**src/design/hill_cipher_3x3_mod26_assert.svh**
```systemverilog
// Assertion macros for the Hill cipher block. Each takes a label, an
// antecedent and a consequent and checks on the rising edge of clk while
// rst_n is high.
`ifndef HILL_CIPHER_3X3_MOD26_ASSERT_SVH
`define HILL_CIPHER_3X3_MOD26_ASSERT_SVH
`ifndef SYNTHESIS
`define HC3_ASSERT_SAME(label, ante, cons) \
  label: assert property (@(posedge clk) disable iff (!rst_n) (ante) |-> (cons)) \
    else $error("hc3 same-cycle check failed");
`define HC3_ASSERT_NEXT(label, ante, cons) \
  label: assert property (@(posedge clk) disable iff (!rst_n) (ante) |=> (cons)) \
    else $error("hc3 next-cycle check failed");
`else
`define HC3_ASSERT_SAME(label, ante, cons)
`define HC3_ASSERT_NEXT(label, ante, cons)
`endif
`endif

```
**src/design/hc3_pkg.sv**
```systemverilog
`default_nettype none
package hc3_pkg;

  localparam int LETTER_W = 5;
  localparam int KEY_W    = 45;
  localparam int DATA_W   = 16;

  localparam logic [LETTER_W-1:0] MODULUS = 5'd26;
  localparam logic [KEY_W-1:0]    KEY_RST = 45'd20962301613297;

  // Register indexes
  localparam logic CFG_KEY  = 1'b0;
  localparam logic CFG_MODE = 1'b1;

  // Depth of the key inversion pipeline
  localparam logic [2:0] KEY_LAT = 3'd7;

  typedef logic [LETTER_W-1:0] letter_t;
  typedef letter_t [2:0]       vec3_t;
  typedef vec3_t [2:0]         mat_t;   // mat[row][col]
  typedef logic [9:0]          prod_t;
  typedef logic [11:0]         wide_t;

  typedef struct packed {
    mat_t coef;   // matrix the lanes multiply by
    logic bad;    // decrypting with a singular key
  } key_ctl_t;

  // Bring a 5-bit value into 0..25
  function automatic letter_t red26(input letter_t v);
    return (v >= MODULUS) ? letter_t'(v - MODULUS) : v;
  endfunction

  // 5x5 product, full width
  function automatic prod_t mul5(input letter_t a, input letter_t b);
    return {5'd0, a} * {5'd0, b};
  endfunction

  // Remainder by 26 through a reciprocal multiply; exact for all 12-bit inputs
  function automatic letter_t mod26(input wide_t v);
    logic [23:0] p;
    logic [7:0]  q;
    wide_t       qm;
    p  = {12'd0, v} * 24'd2521;
    q  = p[23:16];
    qm = 12'({4'd0, q} * 12'd26);
    return letter_t'(v - qm);
  endfunction

  // Multiplicative inverse mod 26, zero where none exists
  function automatic letter_t inv26(input letter_t d);
    letter_t r;
    case (d)
      5'd1:    r = 5'd1;
      5'd3:    r = 5'd9;
      5'd5:    r = 5'd21;
      5'd7:    r = 5'd15;
      5'd9:    r = 5'd3;
      5'd11:   r = 5'd19;
      5'd15:   r = 5'd7;
      5'd17:   r = 5'd23;
      5'd19:   r = 5'd11;
      5'd21:   r = 5'd5;
      5'd23:   r = 5'd17;
      5'd25:   r = 5'd25;
      default: r = 5'd0;
    endcase
    return r;
  endfunction

endpackage
`default_nettype wire

```
**src/design/hc3_lane.sv**
```systemverilog
`default_nettype none
module hc3_lane
  import hc3_pkg::*;
(
  input  wire logic  clk,
  input  wire logic  en_i,
  input  wire vec3_t row_i,
  input  wire vec3_t col_i,
  output wide_t      sum_o
);

  wide_t sum_r;

  // Dot product of the row with one key column
  always_ff @(posedge clk) begin
    if (en_i) begin
      sum_r <= wide_t'({2'b00, mul5(row_i[0], col_i[0])}
                     + {2'b00, mul5(row_i[1], col_i[1])}
                     + {2'b00, mul5(row_i[2], col_i[2])});
    end
  end

  assign sum_o = sum_r;

endmodule
`default_nettype wire

```
**config.mk**
```make
export PLATFORM = sky130hd
export DESIGN_NAME = hc3_lane
export DESIGN_NICKNAME = d
export VERILOG_FILES = /design/src/design/hill_cipher_3x3_mod26_assert.svh /design/src/design/hc3_pkg.sv /design/src/design/hc3_lane.sv
export SDC_FILE = /design/constraint.sdc
export NUM_CORES = 1
export LEC_CHECK = 0
export ABC_AREA = 1
export BUFFER_PORTS_ARGS = -buffer_cell sky130_fd_sc_hd__buf_2
export CAP_MARGIN = 20
export CORE_ASPECT_RATIO = 0.9
export CORE_MARGIN = 2
export CORE_UTILIZATION = 54
export DETAILED_ROUTE_END_ITERATION = 10
export GPL_TIMING_DRIVEN = 0
export HOLD_SLACK_MARGIN = 0.12
export PLACE_DENSITY = 0.79
export REMOVE_ABC_BUFFERS = 1
export SYNTH_ARGS = -nofsm -noshare
export SYNTH_HDL_FRONTEND = slang
export SYNTH_SLANG_ARGS = --single-unit
```
**constraint.sdc**
```tcl
create_clock -name clk -period 5.4 [get_ports clk]
set_clock_uncertainty 0.15 [all_clocks]
set_input_delay 1.08 -clock clk [delete_from_list [all_inputs] [get_ports clk]]
set_output_delay 1.08 -clock clk [all_outputs]
set_load 0.005 [all_outputs]
```
# Word-level counts from Yosys, hierarchy flattened
# Cells that the tools add are included.
# word_totals
reg_bits,12
inputBits,32
output_inout_bits,12
word_cells,6
# op_classes
n_addsub,2
n_mul,3
# op_table
operator,n
multiplier 5 x 5 -> 10 bit,3
adder 11 x 10 -> 12 bit,1
adder 10 x 10 -> 11 bit,1

# Logic depth before layout (Yosys ltp)
# logic_depth
word_depth,3
mapped_depth,22
mapped_depth_nobuf,22

# Worst setup path before layout
# No wires, ideal clock.
# synth_timing
kind,input -> register
from,input port col_i[11] in the netlist's numbering
to,"register sum_r[11] (netlist: sum_o[11]), data pin"
setup_time_ns,0.252
arrival_time_ns,5.174
t_required_ns,4.998
path_slack_ns,-0.176
cell_stages,19
n_path_buf,0
path_cell_list,nand2_1 > fa_1 > fa_1 > fa_1 > inv_1 > fa_1 > fa_1 > inv_1 > fa_1 > inv_1 > ha_1 > inv_1 > fa_1 > inv_1 > nand2_1 > nand2_2 > nand3_1 > nand3_1 > nand2_1
# synth_via
elab_chain_len,2
# synth_rtl
element,line_no,text
start: declaration,hc3_lane.sv:8,"input wire vec3_t col_i,"
multiplier 5 x 5 -> 10 bit,hc3_pkg.sv:36,"return {5'd0, a} * {5'd0, b};"
adder 11 x 10 -> 12 bit,hc3_lane.sv:19,"+ {2'b00, mul5(row_i[2], col_i[2])});"
end signal: assignment,hc3_lane.sv:17,"sum_r <= wide_t'({2'b00, mul5(row_i[0], col_i[0])}"
end: declaration,hc3_lane.sv:12,wide_t sum_r;
# No other way between the ends.
# A chain may end at the register's enable or synchronous reset.

# Worst setup path in the final report
# layout_timing
from,input port row_i[10] in the netlist's numbering
to,"register sum_r[9] (netlist: sum_o[9]), data pin"
# layout_via
elab_chain_len,2
# layout_rtl
element,line_no,text
start: declaration,hc3_lane.sv:7,"input wire vec3_t row_i,"
multiplier 5 x 5 -> 10 bit,hc3_pkg.sv:36,
adder 11 x 10 -> 12 bit,hc3_lane.sv:19,
# No other way between the ends.

==> impl_metrics.py <==
metrics = {
    "worst_setup_path": {
        "cp_common_cell": "sky130_fd_sc_hd__fa_1",
        "timing.critical_path.cells": "buf_12, nand2_4, fa_1, fa_1, fa_1, inv_2, fa_1, fa_1, inv_2, fa_1, inv_1, ha_2, inv_2, fa_2, inv_2, nand2_2, nand2_4, nand3b_1, nand3_1, nand2_1",
        "family_of_cells_with_the_greatest_summed_delay_on_the_critical_path": "adder cells",
        "required_time_at_the_worst_slack_endpoint_ns": 5.25,
        "slowest_delay_ns": 0.54,
        "cp.buffers_inverters": 6,
        "timing.critical_path.to_type": "flip-flop",
        "worst-endpoint-arrival_ns": 5.28,
        "crit_path_start_kind": "input pin",
        "crit_fanout": 5,
        "worst_path_max_delay_cell": "sky130_fd_sc_hd__fa_1",
        "timing.setup.critical_path_class": "input pin to flip-flop",
    },
    "drt": {
        "detailedRoute.firstIterationViolations": 69,
        "detailedRoute.firstPassIterationCount": 4,
        "vias": 2335,
        "total_routed_length_mm": 5.98,
        "drt.antenna.violating_nets": 0,
        "drt-wirelength-per-cell_um": 12.3,
        "post-route-drc-count": 0,
        "via_per_inst": 4.80,
    },
    "hold_path": {
        "worst_hold_path_type": "input pin to flip-flop",
        "worstHoldPathCells": 1,
        "min_from": "en_i",
        "holdPathEnd": "sum_o[3]$_DFFE_PP_",
    },
    "cts": {
        "cts-hold-fix-buffers": 0,
        "tritoncts": "yes",
        "clkTransAtPathRegs_ns": 0.06,
        "cts_buffer_depth": 2,
        "htree_num_levels": 1,
        "cts_root_buf": "sky130_fd_sc_hd__clkbuf_8",
        "cts_buffers": 3,
        "cts_sinks": 12,
    },
    "timing": {
        "drv_slew": 0,
        "clock_period_minus_worst_slack_ns": 5.43,
        "setup_viol": 1,
        "post_route_clock_period_utilization_pct": 101,
        "worst_pin_slew_ns": 0.304,
        "report.final.hold_viol_count": 0,
        "grt_setup_unrepaired": "yes",
        "maxSlewHeadroom_pct": 79.8,
        "max_fclk_mhz": 184,
        "layout_setup_ws_ns": -0.0297,
    },
    "final_layout": {
        "drive_above_1_share_pct": 18.6,
        "flow.area_growth_from_synthesis_pct": 18.2,
        "design.final.nets": 552,
        "final_common_cell": "sky130_fd_sc_hd__inv_1",
        "finish.cell_count_without_fillers": 486,
        "final_core_util_pct": 67.3,
        "largest_register_ffs": 12,
        "layout.cell_area.non_filler_um2": 3600,
        "count_of_antenna_diodes_in_the_layout": 0,
        "layout.cells.most_common_list": "sky130_fd_sc_hd__inv_1 (130), sky130_fd_sc_hd__nand2_1 (92), sky130_fd_sc_hd__fa_1 (52), sky130_fd_sc_hd__ha_1 (41), sky130_fd_sc_hd__buf_2 (30)",
    },
    "die": {
        "design.portCount": 44,
        "core_region_area_um2": 5350,
        "horiz_die_dim_um": 83.1,
        "die-area_um2": 6260,
        "die_h_um": 75.2,
        "placementRows": 25,
        "starting_density_pct": 56.9,
    },
    "job": {
        "maxCapViolations": 0,
    },
    "grt": {
        "grt_antenna_before_repair": 0,
        "grt_first_pass_wirelength_mm": 10.2,
        "global_route.peak_usage_layer": "met2",
        "grt.overflow.total": 0,
        "grt_use_met3_pct": 2.63,
        "pin_count_of_the_biggest_net_entering_global_routing": 13,
        "global_route_met2_utilization_pct": 40.3,
        "grt_pass1_vias": 2367,
        "gr-usage-met1_pct": 25.8,
        "overall_track_demand_over_capacity_in_global_routing_pct": 20.7,
    },
    "place": {
        "hpwl_mm": 4.92,
        "detailed_place.area_um2": 3340,
        "dpl.cell_count": 481,
        "place.port_buffers": 43,
        "gp_congestion": 0.871,
    },
    "run_status": {
        "run_status": "finished, violations left",
        "violations": "setup timing",
    },
    "synthesis": {
        "post_synthesis_instance_area_um2": 3040,
        "syn-mean-instance-area_um2": 8.21,
        "synth-seq-area-share_pct": 11.8,
        "yosysTopAreaCellShare_pct": 36.8,
        "syn-instance-count": 371,
        "yosys.area.top_type": "sky130_fd_sc_hd__fa_1",
        "ys_warn_count": 0,
        "yosys_register_bits": 12,
        "yosysUniqueCellTypes": 14,
        "synth.area.top_cells": "sky130_fd_sc_hd__fa_1 (37%), sky130_fd_sc_hd__ha_1 (18%), sky130_fd_sc_hd__inv_1 (17%)",
    },
    "power_and_ir_drop": {
        "power.ir.vdd_worst_mv": 0.441,
        "leak_nw": 2.26,
        "powerDensity_nw_per_um2": 544,
    },
}
[where the power goes]
group          internal [mW]  switching, mW  leakage, nW  total, mW
clock                 0.0502         0.0338       0.0231     0.0839
combinational          0.739          0.906         2.12       1.64
sequential             0.219        0.00883        0.117      0.228
[Yosys cell counts]
cell                         n
sky130_fd_sc_hd__inv_1     137
sky130_fd_sc_hd__nand2_1   104
sky130_fd_sc_hd__fa_1       56
sky130_fd_sc_hd__ha_1       44
sky130_fd_sc_hd__edfxtp_1   12
sky130_fd_sc_hd__nand3_1     6
sky130_fd_sc_hd__nor2_1      3
sky130_fd_sc_hd__a21oi_1     2
sky130_fd_sc_hd__xnor2_1     2
sky130_fd_sc_hd__nand2_2     1
sky130_fd_sc_hd__nand3_2     1
sky130_fd_sc_hd__nand3b_1    1
sky130_fd_sc_hd__or2_1       1
sky130_fd_sc_hd__xor2_1      1
[worst max-delay path by stage]
stage               from                  end  slack, ns  depth (start not counted)
4_1_cts         row_i[2]   sum_o[9]$_DFFE_PP_     -0.009                         17
3_5_place_dp   row_i[12]  sum_o[11]$_DFFE_PP_      -0.55                         20
6_report       row_i[10]   sum_o[9]$_DFFE_PP_      -0.03                         20
5_1_grt         col_i[0]   sum_o[9]$_DFFE_PP_      -0.22                         22
2_1_floorplan  col_i[11]  sum_o[11]$_DFFE_PP_      -0.18                         19
3_3_place_gp   col_i[11]  sum_o[11]$_DFFE_PP_      -0.51                         20
[through the flow]
| step | power, mW | hold WS (ns) | setup slack, ns | TNS (ns) |
|---|---|---|---|---|
| 2_1_floorplan | 1.30 | 1.04 | -0.176 | -0.496 |
| 3_3_place_gp | 1.57 | 1.32 | -0.514 | -2.54 |
| 3_5_place_dp | 1.61 | 1.32 | -0.554 | -2.78 |
| 4_1_cts | 1.83 | 1.09 | -0.00944 | -0.00944 |
| 5_1_grt | 2.19 | 1.10 | -0.223 | -0.729 |
| 6_report | 1.96 | 1.09 | -0.0297 | -0.0297 |
[per-layer routing]
layer | share of wire [%] | vias to the layer above
met1 | 40 | 1129
li1 | - | 1141
met5 | 0 | -
met2 | 54 | 55
met4 | 0.84 | 0
met3 | 4.9 | 10
[what timing repair did]
item,CTS,global route
endpoints found under the hold margin,0,0
gates cloned,0,0
setup endpoints to repair,5,7
pin swaps,22,9
buffers inserted,1,0
gates resized for setup,49,14
[logic make-up (layout without fill, tap and decap cells)]
logic type,count (synthesis),after routing,share of synthesized area [%]
DFF,12,12,11.8
and+or+nand+nor,117,117,15.2
xor gates and xnor gates,3,3,0.863
adders and majority gates,100,100,54.9
buffers and inverters,137,185,16.9
AOI/OAI and AO/OA,2,2,0.329
[final cells by class]
type | count | area (um2)
Inverter | 137 | 514
Sequential cell | 12 | 360
Clock buffer | 3 | 41.3
Timing Repair Buffer | 44 | 322
Clock inverter | 1 | 3.75
Tap cell | 67 | 83.8
Fill cell | 407 | 1750
Multi-Input combinational cell | 222 | 2270
(Power assumes the default switching activity.)
