### config.mk
export PLATFORM = sky130hd
export DESIGN_NAME = hc3_key_inv
export DESIGN_NICKNAME = d
export VERILOG_FILES = /design/src/design/hill_cipher_3x3_mod26_assert.svh /design/src/design/hc3_pkg.sv /design/src/design/hc3_key_inv.sv
export SDC_FILE = /design/constraint.sdc
export NUM_CORES = 2
export LEC_CHECK = 0
export BUFFER_PORTS_ARGS = -buffer_cell sky130_fd_sc_hd__buf_4
export CAP_MARGIN = 20
export CORE_UTILIZATION = 40
export DETAILED_ROUTE_END_ITERATION = 12
export PLACE_DENSITY = 0.54
export RECOVER_POWER = 100
export SETUP_SLACK_MARGIN = 0.4
export SYNTH_ARGS = -nofsm -noshare
export SYNTH_HDL_FRONTEND = slang
export SYNTH_SLANG_ARGS = --single-unit
### constraint.sdc
create_clock -name clk -period 9.1 [get_ports clk]
set_clock_uncertainty 0.2 [all_clocks]
set_input_delay 1.82 -clock clk [delete_from_list [all_inputs] [get_ports clk]]
set_output_delay 1.82 -clock clk [all_outputs]
set_load 0.005 [all_outputs]
### src/design/hill_cipher_3x3_mod26_assert.svh
// Assertion macros for the Hill cipher block. Each takes a label, an
// antecedent and a consequent and checks on the rising edge of clk while
// rst_n is high.
`ifndef HILL_CIPHER_3X3_MOD26_ASSERT_SVH
`define HILL_CIPHER_3X3_MOD26_ASSERT_SVH
`ifndef SYNTHESIS
`define HC3_ASSERT_SAME(label, ante, cons) \
  label: assert property (@(posedge clk) disable iff (!rst_n) (ante) |-> (cons)) \
    else $error("hc3 same-cycle check failed");
`define HC3_ASSERT_NEXT(label, ante, cons) \
  label: assert property (@(posedge clk) disable iff (!rst_n) (ante) |=> (cons)) \
    else $error("hc3 next-cycle check failed");
`else
`define HC3_ASSERT_SAME(label, ante, cons)
`define HC3_ASSERT_NEXT(label, ante, cons)
`endif
`endif

### src/design/hc3_pkg.sv
`default_nettype none
package hc3_pkg;

  localparam int LETTER_W = 5;
  localparam int KEY_W    = 45;
  localparam int DATA_W   = 16;

  localparam logic [LETTER_W-1:0] MODULUS = 5'd26;
  localparam logic [KEY_W-1:0]    KEY_RST = 45'd20962301613297;

  // Register indexes
  localparam logic CFG_KEY  = 1'b0;
  localparam logic CFG_MODE = 1'b1;

  // Depth of the key inversion pipeline
  localparam logic [2:0] KEY_LAT = 3'd7;

  typedef logic [LETTER_W-1:0] letter_t;
  typedef letter_t [2:0]       vec3_t;
  typedef vec3_t [2:0]         mat_t;   // mat[row][col]
  typedef logic [9:0]          prod_t;
  typedef logic [11:0]         wide_t;

  typedef struct packed {
    mat_t coef;   // matrix the lanes multiply by
    logic bad;    // decrypting with a singular key
  } key_ctl_t;

  // Bring a 5-bit value into 0..25
  function automatic letter_t red26(input letter_t v);
    return (v >= MODULUS) ? letter_t'(v - MODULUS) : v;
  endfunction

  // 5x5 product, full width
  function automatic prod_t mul5(input letter_t a, input letter_t b);
    return {5'd0, a} * {5'd0, b};
  endfunction

  // Remainder by 26 through a reciprocal multiply; exact for all 12-bit inputs
  function automatic letter_t mod26(input wide_t v);
    logic [23:0] p;
    logic [7:0]  q;
    wide_t       qm;
    p  = {12'd0, v} * 24'd2521;
    q  = p[23:16];
    qm = 12'({4'd0, q} * 12'd26);
    return letter_t'(v - qm);
  endfunction

  // Multiplicative inverse mod 26, zero where none exists
  function automatic letter_t inv26(input letter_t d);
    letter_t r;
    case (d)
      5'd1:    r = 5'd1;
      5'd3:    r = 5'd9;
      5'd5:    r = 5'd21;
      5'd7:    r = 5'd15;
      5'd9:    r = 5'd3;
      5'd11:   r = 5'd19;
      5'd15:   r = 5'd7;
      5'd17:   r = 5'd23;
      5'd19:   r = 5'd11;
      5'd21:   r = 5'd5;
      5'd23:   r = 5'd17;
      5'd25:   r = 5'd25;
      default: r = 5'd0;
    endcase
    return r;
  endfunction

endpackage
`default_nettype wire

### src/design/hc3_key_inv.sv
`default_nettype none
module hc3_key_inv
  import hc3_pkg::*;
(
  input  wire logic             clk,
  input  wire logic [KEY_W-1:0] key_i,
  input  wire logic             mode_i,
  output key_ctl_t              ctl_o
);

  mat_t    mk1_r, mk2_r, mk3_r, mk4_r, mk5_r, mk6_r;
  prod_t   pa_r [3][3];
  prod_t   pb_r [3][3];
  mat_t    adj3_r, adj4_r, adj5_r;
  prod_t   dp_r [3];
  letter_t dinv_r;
  prod_t   ip_r [3][3];
  logic    sing6_r;
  key_ctl_t ctl_r;

  // Unpack and reduce the key entries
  always_ff @(posedge clk) begin
    for (int r = 0; r < 3; r++) begin
      for (int c = 0; c < 3; c++) begin
        mk1_r[r][c] <= red26(key_i[LETTER_W*(3*r+c) +: LETTER_W]);
      end
    end
  end

  // Cofactor products, two per adjugate entry
  always_ff @(posedge clk) begin
    mk2_r <= mk1_r;
    pa_r[0][0] <= mul5(mk1_r[1][1], mk1_r[2][2]);
    pb_r[0][0] <= mul5(mk1_r[2][1], mk1_r[1][2]);
    pa_r[0][1] <= mul5(mk1_r[0][2], mk1_r[2][1]);
    pb_r[0][1] <= mul5(mk1_r[0][1], mk1_r[2][2]);
    pa_r[0][2] <= mul5(mk1_r[0][1], mk1_r[1][2]);
    pb_r[0][2] <= mul5(mk1_r[1][1], mk1_r[0][2]);
    pa_r[1][0] <= mul5(mk1_r[1][2], mk1_r[2][0]);
    pb_r[1][0] <= mul5(mk1_r[1][0], mk1_r[2][2]);
    pa_r[1][1] <= mul5(mk1_r[0][0], mk1_r[2][2]);
    pb_r[1][1] <= mul5(mk1_r[2][0], mk1_r[0][2]);
    pa_r[1][2] <= mul5(mk1_r[0][2], mk1_r[1][0]);
    pb_r[1][2] <= mul5(mk1_r[0][0], mk1_r[1][2]);
    pa_r[2][0] <= mul5(mk1_r[1][0], mk1_r[2][1]);
    pb_r[2][0] <= mul5(mk1_r[1][1], mk1_r[2][0]);
    pa_r[2][1] <= mul5(mk1_r[0][1], mk1_r[2][0]);
    pb_r[2][1] <= mul5(mk1_r[0][0], mk1_r[2][1]);
    pa_r[2][2] <= mul5(mk1_r[0][0], mk1_r[1][1]);
    pb_r[2][2] <= mul5(mk1_r[1][0], mk1_r[0][1]);
  end

  // Adjugate entries; add 26*25 to keep the difference positive
  always_ff @(posedge clk) begin
    mk3_r <= mk2_r;
    for (int r = 0; r < 3; r++) begin
      for (int c = 0; c < 3; c++) begin
        adj3_r[r][c] <= mod26(wide_t'({2'b00, pa_r[r][c]} + 12'd650 - {2'b00, pb_r[r][c]}));
      end
    end
  end

  // Determinant terms along the first row
  always_ff @(posedge clk) begin
    mk4_r  <= mk3_r;
    adj4_r <= adj3_r;
    for (int k = 0; k < 3; k++) begin
      dp_r[k] <= mul5(mk3_r[0][k], adj3_r[k][0]);
    end
  end

  // Determinant mod 26 and its inverse
  always_ff @(posedge clk) begin
    mk5_r  <= mk4_r;
    adj5_r <= adj4_r;
    dinv_r <= inv26(mod26(wide_t'({2'b00, dp_r[0]} + {2'b00, dp_r[1]} + {2'b00, dp_r[2]})));
  end

  // Scale the adjugate
  always_ff @(posedge clk) begin
    mk6_r   <= mk5_r;
    sing6_r <= (dinv_r == 5'd0);
    for (int r = 0; r < 3; r++) begin
      for (int c = 0; c < 3; c++) begin
        ip_r[r][c] <= mul5(adj5_r[r][c], dinv_r);
      end
    end
  end

  // Select the matrix for the lanes
  always_ff @(posedge clk) begin
    ctl_r.bad <= mode_i & sing6_r;
    for (int r = 0; r < 3; r++) begin
      for (int c = 0; c < 3; c++) begin
        ctl_r.coef[r][c] <= mode_i ? mod26({2'b00, ip_r[r][c]}) : mk6_r[r][c];
      end
    end
  end

  assign ctl_o = ctl_r;

endmodule
`default_nettype wire

==> Yosys cells after proc, flatten, opt, wreduce, memory -nomap -nowiden <==
Memories as Yosys holds them, arrays and structs flattened. A register that Yosys moved wholly into a read port is not among the register bits.
Cells that the tools add are included.
{ "word_totals": {"regBits": 452, "input_bits": 47, "out_inout_bits": 46, "n_memories": 5, "mem_bits_ro": 160, "ramBits": 300, "word_cells": 242} }
{ "classes": {"mux": 18, "order_cmp": 9, "n_addsub": 48, "reduce_logical": 1, "multipliers": 68, "bitwise": 1} }
{ "mem_list": {"columns": ["name", "words", "width", "read_ports", "rd_ports_with_merged_regs", "wr", "line_no", "rtl"], "rows": [
  ["(name not given)", 32, 5, 1, 1, 0, "hc3_pkg.sv:53", "case (d)"],
  ["ip_r", 3, 30, 3, 0, 3, "hc3_key_inv.sv:17", "prod_t ip_r [3][3];"],
  ["pa_r", 3, 30, 3, 0, 3, "hc3_key_inv.sv:12", "prod_t pa_r [3][3];"],
  ["pb_r", 3, 30, 3, 0, 3, "hc3_key_inv.sv:13", "prod_t pb_r [3][3];"],
  ["dp_r", 3, 10, 3, 0, 3, "hc3_key_inv.sv:15", "prod_t dp_r [3];"]
]} }
{ "ops": {"columns": ["op", "count"], "rows": [
  ["$mul A5 B5 Y10", 30],
  ["$mul A12 B12 Y24 const B", 10],
  ["$mul A10 B12 Y22 const B", 9],
  ["$sub A11 B10 Y12", 9],
  ["$add A10 B10 Y11 const B", 9],
  ["$sub A5 B5 Y5", 19],
  ["$mux W5", 18],
  ["$mul A8 B4 Y4 const B", 10],
  ["$mul A6 B4 Y4 const B", 9],
  ["$ge A5 B5 Y1 const B", 9],
  ["$sub A5 B5 Y5 const B", 9],
  ["$add A11 B10 Y12", 1],
  ["$add A10 B10 Y11", 1],
  ["$logic_not A5 Y1", 1],
  ["$and A1 B1 Y1", 1]
]} }

==> Logic depth before layout (Yosys ltp) <==
An unclocked memory read counts as a cell.
{ "depth": {"word_depth": 6, "mapped_depth": 43, "mapped_depth_nobuf": 43} }

==> Worst setup path before layout <==
Ideal clock, no wire load.
{ "synth_path": {"path_kind": "register to register", "start": "memory dp_r[0][2] in the netlist's numbering", "end": "register dinv_r[3]", "setup_ps": 79, "slack_ps": 405, "required_time_ps": 8821, "stages_incl_launch_ff": 38, "period_less_slack_ps": 8695, "arrival_ps": 8416, "path_buffers": 0, "path_cell_list": "dfxtp_1 -> fa_1 -> ha_1 -> a21o_1 -> a21oi_2 -> a21oi_2 -> nor2b_2 -> or3_2 -> xor2_1 -> inv_1 -> ha_1 -> fa_1 -> inv_1 -> fa_1 -> inv_1 -> fa_1 -> inv_1 -> fa_1 -> [... 2 more ...] -> a21o_1 -> a31oi_1 -> a21oi_1 -> a31oi_1 -> o21bai_2 -> a21o_4 -> a21oi_1 -> xnor2_1 -> ha_1 -> inv_1 -> ha_1 -> a21oi_1 -> xnor2_1 -> xnor3_1 -> xnor3_1 -> xor3_2 -> mux2_4 -> a211oi_2"} }
{ "synth_rtl": {"columns": ["element", "line_no", "rtl"], "rows": [
  ["start: declaration", "hc3_key_inv.sv:15", null],
  ["end: declaration", "hc3_key_inv.sv:16", "letter_t dinv_r;"]
]} }

==> impl_metrics.yaml <==
worst_setup_path:
  r2r-end: "dinv_r[3]$_DFF_P_"
  cp_slowest_stage_delay_ps: 540
  critical-path-top-delay-family: "adder cells"
  crit_required_ps: 9530
  arrival_ps: 9150
  reg2reg_setup_slack_ps: 390
  startpoint_type: "flip-flop"
  crit_path_frequent_cell: "inv_1"
  rr_worst_depth: 37
  cp_slowest_cell: "fa_1"
  endpoint_kind: "flip-flop"
  path_class: "reg2reg"
  path_max_fanout: 6
  critPathBufInv: 9
  timing.rr.start: "dp_r[0][21]$_DFF_P_"
final_layout:
  final_cells: 11400
  syn_to_final_growth_pct: 9.70
  drive_above_1_share: 0.0482
  fill_cells: 20000
  layout.nets: 11500
  final_area_mm2: 0.0915
sta:
  drv_slew: 627
  period_minus_slack_ps: 8710
  setup_viol: 0
  max_freq_ghz: 0.115
  finalCritPeriodShare: 0.958
  hold_violations: 0
  relSlewSlack: -1.25
  grt_setup_unrepaired: "yes"
  setup_slack_ps: 385
  tightest_slew_ps: 3370
logic_synthesis:
  ys_seq_area_frac: 0.182
  synth_flop_cell: "dfxtp_1"
  synth_area_leaders: "ha_1, fa_1, dfxtp_1, inv_1, xnor2_1"
  synth.distinct_cells: 69
  async_reset_ff_frac: 0
  synth_common_cells: "inv_1, ha_1, fa_1"
  ys_warn_count: 0
  synth_nets: 11300
  synth.most_common_cell: "inv_1"
  syn_area_per_cell_um2: 9.97
  synth.top_cell.area_share: 0.290
  synth_edf_count: 0
  yosysTopAreaCell: "ha_1"
  postSynthCellCount: 8368
  synth_seq_cells: 757
  syn_area_mm2: 0.0834
floorplan:
  coreArea_mm2: 0.207
  row_count: 167
  die_h_um: 459
  start_util: 0.403
  die_x_um: 459
  dieArea_mm2: 0.210
  io_pins: 93
place:
  place_congestion: 0.841
  place_area_mm2: 0.0879
  hpwl_mm: 145
  post-place-cells: 11200
  portBuffers: 92
  place_ws_ps: -75.8
global_route:
  grt_max_degree: 52
  grt_remaining_overflow: 0
  antenna_found_initial: 20
  grt_usage: 0.173
  grt_pass1_vias: 57000
  grt_pass1_wl_mm: 292
drt:
  first_pass_iters: 5
  viasPerCell: 4.64
  routed_wl_mm: 176
  drc: 0
  ant_nets: 0
  vias: 53000
  drt_iter0_drc: 1742
  wl_per_cell_um: 15.4
min_path:
  hold_path_startpoint: "mk2_r[36]$_DFF_P_"
  hp-class: "reg2reg"
  holdPathStages: 0
  holdPathEnd: "mk3_r[36]$_DFF_P_"
cts:
  path_clk_slew_ps: 60
  clockBufferDepth: 3
  cts_hold_buf: 0
  clock-sinks: 757
  root_buffer: "clkbuf_16"
  h-tree-depth: 3
  clock_latency_ps: 710
  cts_tree: "done"
  cts_made_buffers: 88
status:
  failed_checks: "capacitance limit, slew limit"
  outcome: "finished with violations"
flow_run:
  cap_violations: 26
layer usage:
metal / vias up / share of wire / global-route usage
li1: 26500 / - / -
met1: 25800 / 0.47 / 0.229
met2: 542 / 0.47 / 0.296
met3: 202 / 0.028 / 0.0186
met4: 2 / 0.026 / 0.0505
met5: - / 0.000074 / 0
what timing repair did:
| item | in CTS | in global routing |
|---|---|---|
| buffers inserted | 6 | 23 |
| setup endpoints to repair | 8 | 14 |
| cloned | 0 | 0 |
| gates resized for setup | 33 | 80 |
| pin swaps | 29 | 46 |
through the flow:
| stage | util | TNS (ps) | hold slack (ps) |
|---|---|---|---|
| after CTS | 0.441 | 0 | 112 |
| final | 0.442 | 0 | 108 |
| after global placement | 0.424 | -16.4 | 110 |
| after floorplan | - | 0 | 110 |
| after detailed placement | 0.424 | -89.7 | 112 |
| after global routing | 0.442 | 0 | 113 |
how the worst max path moves through the flow:
| stage | start | endpoint | slack (ps) | cells after the start |
|---|---|---|---|---|
| after CTS | dp_r[0][21]$_DFF_P_ | dinv_r[3]$_DFF_P_ | 330 | 38 |
| after global placement | dp_r[0][1]$_DFF_P_ | dinv_r[3]$_DFF_P_ | -20 | 38 |
| after detailed placement | dp_r[0][1]$_DFF_P_ | dinv_r[3]$_DFF_P_ | -80 | 38 |
| after global routing | dp_r[0][21]$_DFF_P_ | dinv_r[3]$_DFF_P_ | 90 | 38 |
| final | dp_r[0][21]$_DFF_P_ | dinv_r[3]$_DFF_P_ | 390 | 37 |
| after floorplan | dp_r[0][2]$_DFF_P_ | dinv_r[3]$_DFF_P_ | 400 | 37 |
flip-flops by register name, summed over array words and instances (netlist names), 46 cells and up:
| register | flops |
|---|---|
| pb_r | 90 |
| ip_r | 90 |
| pa_r | 90 |
| ctl_o | 46 |
kinds of logic after synthesis:
| kind of cell | Yosys count | synth area share |
|---|---|---|
| adder cells (fa/ha/maj) | 2931 | 0.529 |
| buffers and inverters | 2203 | 0.0991 |
| AND/OR/NAND/NOR | 1087 | 0.0668 |
| AO/OA/AOI/OAI | 843 | 0.0635 |
| flip-flops | 757 | 0.182 |
| XOR/XNOR | 512 | 0.0553 |
| multiplexers | 35 | 0.00459 |
final cells by class:
class | instances | area (um2) | area share
clock inverters | 53 | 776 | 0.00847
clock buffers | 112 | 2460 | 0.0269
diodes | 1 | 2.50 | 0.0000273
well taps | 2788 | 3490 | 0.0381
inverters | 2080 | 7810 | 0.0853
repair buffers | 226 | 1380 | 0.0150
multi-input cells | 5408 | 60500 | 0.661
flip-flops and latches | 757 | 15200 | 0.166
cells in the final DEF (no fill, tap or decap), types with 21 or more instances in the layout:
cell type  instances
and2_0           101
ha_1            1927
a21oi_1          322
nand3_1           21
clkbuf_16         88
xor2_1            99
dfxtp_1          754
and2_1           345
o21bai_1          98
nand2b_1          28
clkbuf_4          27
clkbuf_1          92
xnor2_1          385
o21ai_0          104
nor2_1           117
buf_4            114
fa_1             994
a21o_1           143
nand2_1          367
inv_1           2074
nor2b_1           43
o21a_1            23
Power is left out: the tool's default activity adds up to more than one toggle a clock period on the data nets, which glitch-free logic cannot reach.
